`config.mk`:
```
export PLATFORM = sky130hd
export DESIGN_NAME = cau_div_cell
export DESIGN_NICKNAME = d
export VERILOG_FILES = /design/src/rtl/complex_arithmetic_unit_assert.svh /design/src/rtl/cau_pkg.sv /design/src/rtl/cau_div_cell.sv
export SDC_FILE = /design/constraint.sdc
export NUM_CORES = 1
export LEC_CHECK = 0
export BUFFER_PORTS_ARGS = -buffer_cell sky130_fd_sc_hd__buf_2
export CAP_MARGIN = 20
export CORE_AREA = 2 2 214 216
export DETAILED_ROUTE_END_ITERATION = 10
export DIE_AREA = 0 0 216 218
export GPL_ROUTABILITY_DRIVEN = 0
export SLEW_MARGIN = 20
export SYNTH_ARGS = -nofsm -noshare
export SYNTH_HDL_FRONTEND = slang
export SYNTH_SLANG_ARGS = --single-unit
```
`constraint.sdc`:
```
create_clock -name i_clk -period 7.5 [get_ports i_clk]
set_clock_uncertainty 0.1 [all_clocks]
set_input_delay 1.5 -clock i_clk [delete_from_list [all_inputs] [get_ports i_clk]]
set_output_delay 1.5 -clock i_clk [all_outputs]
set_load 0.005 [all_outputs]
```
`src/rtl/complex_arithmetic_unit_assert.svh`:
```
// Assertion macros used by the complex arithmetic unit top level.
`ifndef COMPLEX_ARITHMETIC_UNIT_ASSERT_SVH
`define COMPLEX_ARITHMETIC_UNIT_ASSERT_SVH

// Same-cycle implication, checked on i_clk, off while reset is held.
`define CAU_ASSERT_IMPL(label, ante, cons) \
    label: assert property (@(posedge i_clk) disable iff (!i_rst_n) (ante) |-> (cons)) \
        else $error("complex_arithmetic_unit: check failed");

// Implication with a fixed delay in cycles.
`define CAU_ASSERT_DELAY(label, ante, dly, cons) \
    label: assert property (@(posedge i_clk) disable iff (!i_rst_n) (ante) |-> ##dly (cons)) \
        else $error("complex_arithmetic_unit: latency check failed");

`endif

```
`src/rtl/cau_pkg.sv`:
```
// Types and constants of the complex arithmetic unit.
`default_nettype none
package cau_pkg;

    localparam int IN_W       = 16;              // field width
    localparam int OPND_W     = IN_W + 1;        // operand after extraction
    localparam int PROD_W     = 2 * OPND_W;      // one product
    localparam int SUM_W      = PROD_W + 1;      // sum of two products
    localparam int MAG_W      = 33;              // |sum of products| bound
    localparam int FRAC_SHIFT = 16;              // quotient pre-scale
    localparam int ADD_SHIFT  = 8;               // Q8.8 -> Q16.16
    localparam int NUM_W      = MAG_W + FRAC_SHIFT;
    localparam int DEN_W      = 33;              // br^2 + bi^2 bound
    localparam int DIV_CELLS  = NUM_W;           // one quotient bit per cell
    localparam int QS_W       = NUM_W + 1;       // signed quotient
    localparam int RES_W      = 32;

    localparam logic [1:0] CMD_ADD = 2'd0;
    localparam logic [1:0] CMD_SUB = 2'd1;
    localparam logic [1:0] CMD_MUL = 2'd2;
    localparam logic [1:0] CMD_DIV = 2'd3;

    typedef struct packed {
        logic [1:0]               cmd;
        logic signed [IN_W-1:0]   a_real;
        logic signed [IN_W-1:0]   a_imag;
        logic signed [IN_W-1:0]   b_real;
        logic signed [IN_W-1:0]   b_imag;
    } t_cau_in;

    typedef struct packed {
        logic signed [RES_W-1:0]  res_real;
        logic signed [RES_W-1:0]  res_imag;
        logic                     div_zero;
        logic                     overflow;
    } t_cau_out;

    // One divide lane: partial remainder plus numerator bits shifting out
    // at the top while quotient bits shift in at the bottom.
    typedef struct packed {
        logic                     neg;
        logic [DEN_W-1:0]         rem;
        logic [NUM_W-1:0]         nq;
    } t_cau_lane;

    typedef struct packed {
        logic                     valid;
        logic                     is_div;
        logic                     dz;
        logic [DEN_W-1:0]         den;
        t_cau_lane                re;
        t_cau_lane                im;
        logic signed [SUM_W-1:0]  dre;   // add/sub/mul result
        logic signed [SUM_W-1:0]  dim;
    } t_cau_stage;

endpackage
`default_nettype wire

```
`src/rtl/cau_div_cell.sv`:
```
// One restoring-division cell: resolves one quotient bit of both lanes.
`default_nettype none
module cau_div_cell
    import cau_pkg::*;
(
    input  logic       i_clk,
    input  logic       i_rst_n,
    input  t_cau_stage i_stage,
    output t_cau_stage o_stage
);

    function automatic t_cau_lane div_step(input t_cau_lane l, input logic [DEN_W-1:0] den);
        logic [DEN_W:0] t;
        logic [DEN_W:0] d;
        t_cau_lane      r;
        t     = {l.rem, l.nq[NUM_W-1]};
        d     = {1'b0, den};
        r.neg = l.neg;
        if (t >= d) begin
            t    = t - d;
            r.nq = {l.nq[NUM_W-2:0], 1'b1};
        end else begin
            r.nq = {l.nq[NUM_W-2:0], 1'b0};
        end
        r.rem = t[DEN_W-1:0];
        return r;
    endfunction

    t_cau_stage r_stage;
    t_cau_stage n_stage;

    always_comb begin
        n_stage    = i_stage;
        n_stage.re = div_step(i_stage.re, i_stage.den);
        n_stage.im = div_step(i_stage.im, i_stage.den);
    end

    always_ff @(posedge i_clk) begin
        if (!i_rst_n) begin
            r_stage <= '0;
        end else begin
            r_stage <= n_stage;
        end
    end

    assign o_stage = r_stage;

endmodule
`default_nettype wire

```
# Yosys cells after proc, flatten, opt, wreduce, memory -nomap -nowiden
# Index checks and enable logic that the tools add are counted.
[op_classes]
magnitude_cmp = 2
muxes = 4
n_addsub = 2
[ops]
columns = ["cell", "count"]
rows = [
  ["34-bit by 33-bit greater-or-equal comparator with 1-bit output", 2],
  ["33-bit 2-to-1 mux", 2],
  ["33-bit subtractor", 2],
  ["1-bit 2-to-1 mux", 2],
]
[totals]
reg_bits = 272
elab_cells = 20
in_bits = 274
output_inout_bits = 272

# Depth between registers and ports, before layout
[logic_depth]
ltp_word = 2
ltp_mapped = 15
mapped_depth_nobuf = 14

# Worst setup path after synthesis
# Ideal clock, no wire load.
[synth_timing]
kind = "input port to flip-flop"
startpoint = "input i_stage[201] (netlist bit)"
endpoint = "register r_stage, in the netlist o_stage[206]"
setup_time_ns = 0.128
required_ns = 7.272
n_path_buf = 2
path_slack_ns = 2.994
t_arrival_ns = 4.278
stages = 15
path_cell_list = "inv_1 ha_1 inv_1 fa_1 a21o_1 a221oi_4 o211ai_4 a21o_4 a31oi_4 a311oi_1 a2111oi_2 buf_6 buf_12 mux2i_1 nor2_1"
[synth_between]
elab_chain_cells = 2
word_cells_on_any_way = 3
classes_between = "add/sub (1); order compare (1); mux (1)"
[synth_rtl]
columns = ["item", "line_no", "rtl"]
rows = [
  ["from (decl)", "cau_div_cell.sv:8", "input t_cau_stage i_stage,"],
  ["33-bit subtractor / 34-bit by 33-bit greater-or-equal comparator with 1-bit output (equally long branches)", "cau_div_cell.sv:20, cau_div_cell.sv:19", ""],
  ["33-bit 2-to-1 mux (*)", "cau_div_cell.sv:19", "if (t >= d) begin"],
  ["to (signal assigned)", "cau_div_cell.sv:42", "r_stage <= n_stage;"],
  ["to (decl)", "cau_div_cell.sv:29", "t_cau_stage r_stage;"],
]
# Every way passes the cells marked *; elsewhere a longest branch is shown, timed or not.
# A chain may end at the register's enable or synchronous reset.

# Worst setup path in the final report
[layout_timing]
startpoint = "input i_stage[236] (netlist bit)"
endpoint = "register r_stage, in the netlist o_stage[150]"
# The elaborated chain is that of the path after synthesis.

==> impl_metrics.ini <==
[floorplan]
die_height_um = 218
num_rows = 78
die-area_mm2 = 0.0471
core-area_mm2 = 0.0449
ios = 546
die_w_um = 216
initial_core_util_pct = 25.7

[routing]
first_iter_violations = 440
ant_nets = 0
drc = 0
vias = 10600
wire_per_inst_um = 18.4
avgViaCountPerCell = 4.46
drt_pass1_iterations = 5
routed_wl_um = 43500

[cts]
cts_buffers = 31
clk_root_buffer_cell = clkbuf_16
cts-hold-fix-buffers = 0
clk_pin_slew_ns = 0.06
cts.path.max_buffers = 3
cts-resized-gates = 0
cts_tree = done
h-tree-depth = 1
cts.sinks = 272
postCtsSetupRepairBufs = 0

[synth]
ys_ff_latch = 272
ys_seq_area_share_pct = 47.2
synth_top_area_cell = dfxtp_1
yosysMostFrequentCell = dfxtp_1
async_reset_ff_share_pct = 0
netlist_area_mm2 = 0.0115
postSynthCellCount = 1210
synthTopCellsByCount = 272 x dfxtp_1, 176 x and2_1, 131 x nor2_1, 66 x ha_1, 60 x a21oi_1
synth_top_flop_cell = dfxtp_1
synth_nets = 1552
syn_area_per_cell_um2 = 9.53
yosysTopAreaCellShare_pct = 47.2
ys_warn_count = 0
synth_edf_count = 0
synth_area_leaders = dfxtp_1 47%, and2_1 9.5%, ha_1 7.2%, mux2i_1 4.4%, nor2_1 4.3%
ys_types = 72

[timing]
layout_setup_ws_ns = 2.84
finalSetupViolCount = 0
max_freq_mhz = 215
drv_slew = 0
min_period_ns = 4.66
finalHoldViolations = 0
worstMarginPinSlew_ns = 1.06
tns_ns = 0
rsz0062_at_grt = no
relSlewSlack_pct = 29.4
post-route-period-util_pct = 62.1

[setup_path]
crit_type = input port to flip-flop
arrival_ns = 5.03
worstSetupEndpointType = flip-flop
crit_fanout = 35
cp.required_ns = 7.87
start_kind = input port

[cells_and_area]
nets = 2082
area_growth_pct = 37.5
drive_gt1_share_pct = 35.0
post-route-util_pct = 35.3
largest_reg_flops = 272

[global_route]
first_global_vias = 10600
grtUsageTotal_pct = 17.6
grt_max_degree = 97
antenna_found_initial = 14
grt_pass1_wl_um = 63400
overflow = 0

[power_and_ir_drop]
powerDensity_mw_per_mm2 = 244
p_leak_nw = 7.89
peakVddDrop_mv = 0.168

[placed_design]
dp.final_hpwl_um = 35000
place_ws_ns = 2.29
port_buffers = 545

[min_path]
hold_path_class = input port to flip-flop

[job]
maxCapViolations = 0

[status]
status = complete, no violations
area by class of cell:
class                   count  area (µm²)
clock inverters            15         195
fillers                  4683       29000
well taps                 600         751
flip-flops and latches    272        5450
clock buffers              43         861
multi-input cells         830        5630
diodes                      3        7.51
inverters                  55         206
repair buffers            550        2770
power breakdown:
part | leakage (nW) | internal [mW] | switching [mW] | total, mW
combinational | 5.11 | 0.328 | 0.399 | 0.727
sequential | 2.27 | 1.55 | 0.0281 | 1.58
clock | 0.515 | 0.941 | 0.627 | 1.57
total | 7.89 | 2.82 | 1.05 | 3.88
critical path: stages:
cell,delay (ns)
buf_2,0.17
ha_1,0.20
inv_1,0.07
fa_1,0.41
a21o_1,0.22
and3_1,0.20
o2111ai_1,0.21
nand3_1,0.25
a211o_1,0.38
o21ai_2,0.27
o221ai_4,0.17
buf_4,0.34
nand2_1,0.30
inv_1,0.10
a32o_1,0.22
layout by cell type (no fill, tap or decap), types with 8 or more instances in the layout:
| master | count |
|---|---|
| a211oi_1 | 9 |
| a21o_1 | 17 |
| a21oi_1 | 60 |
| and2_1 | 176 |
| buf_2 | 544 |
| clkbuf_1 | 8 |
| clkbuf_16 | 31 |
| dfxtp_1 | 272 |
| ha_1 | 66 |
| inv_1 | 54 |
| mux2i_1 | 51 |
| nand2_1 | 49 |
| nand3_1 | 24 |
| nand4_1 | 11 |
| nor2_1 | 131 |
| nor2b_1 | 9 |
| nor3_1 | 8 |
| o21a_1 | 12 |
| o21ai_0 | 37 |
| o22ai_1 | 8 |
| xnor2_1 | 32 |
| xor2_1 | 20 |
routing by layer:
metal | GRT usage [%] | vias to the layer above | share of wire [%]
li1 | - | 5162 | -
met1 | 21.1 | 4868 | 41
met2 | 30.5 | 442 | 48
met3 | 4.97 | 81 | 8.1
met4 | 5.64 | 18 | 3.1
met5 | 0 | - | 0.28
path summary, 6_finish.rpt:
kind    startpoint      endpoint  cells after the start
max   i_stage[236]  o_stage[150]                     15
min    i_stage[74]   o_stage[75]                      2
metrics by stage:
stage | power (mW) | instances | area [µm²] | hold slack (ns)
6_report | 3.88 | 2368 | 15900 | 1.03
3_5_place_dp | 2.34 | 2307 | 14800 | 1.61
5_1_grt | 4.08 | 2367 | 15900 | 0.994
3_3_place_gp | 2.34 | 2307 | 14800 | 1.60
4_1_cts | 3.94 | 2365 | 15900 | 0.985
2_1_floorplan | 2.03 | 1210 | 11500 | 1.52
logic make-up after synthesis:
kind of cell	Yosys count	synth area share (%)
compound gates	205	12.1
xor+xnor	52	3.95
fa+ha+maj	68	7.51
buf+inv	108	4.19
flops	272	47.2
mux	51	4.43
simple gates	454	20.7
Power figures use the tool's default switching activity.
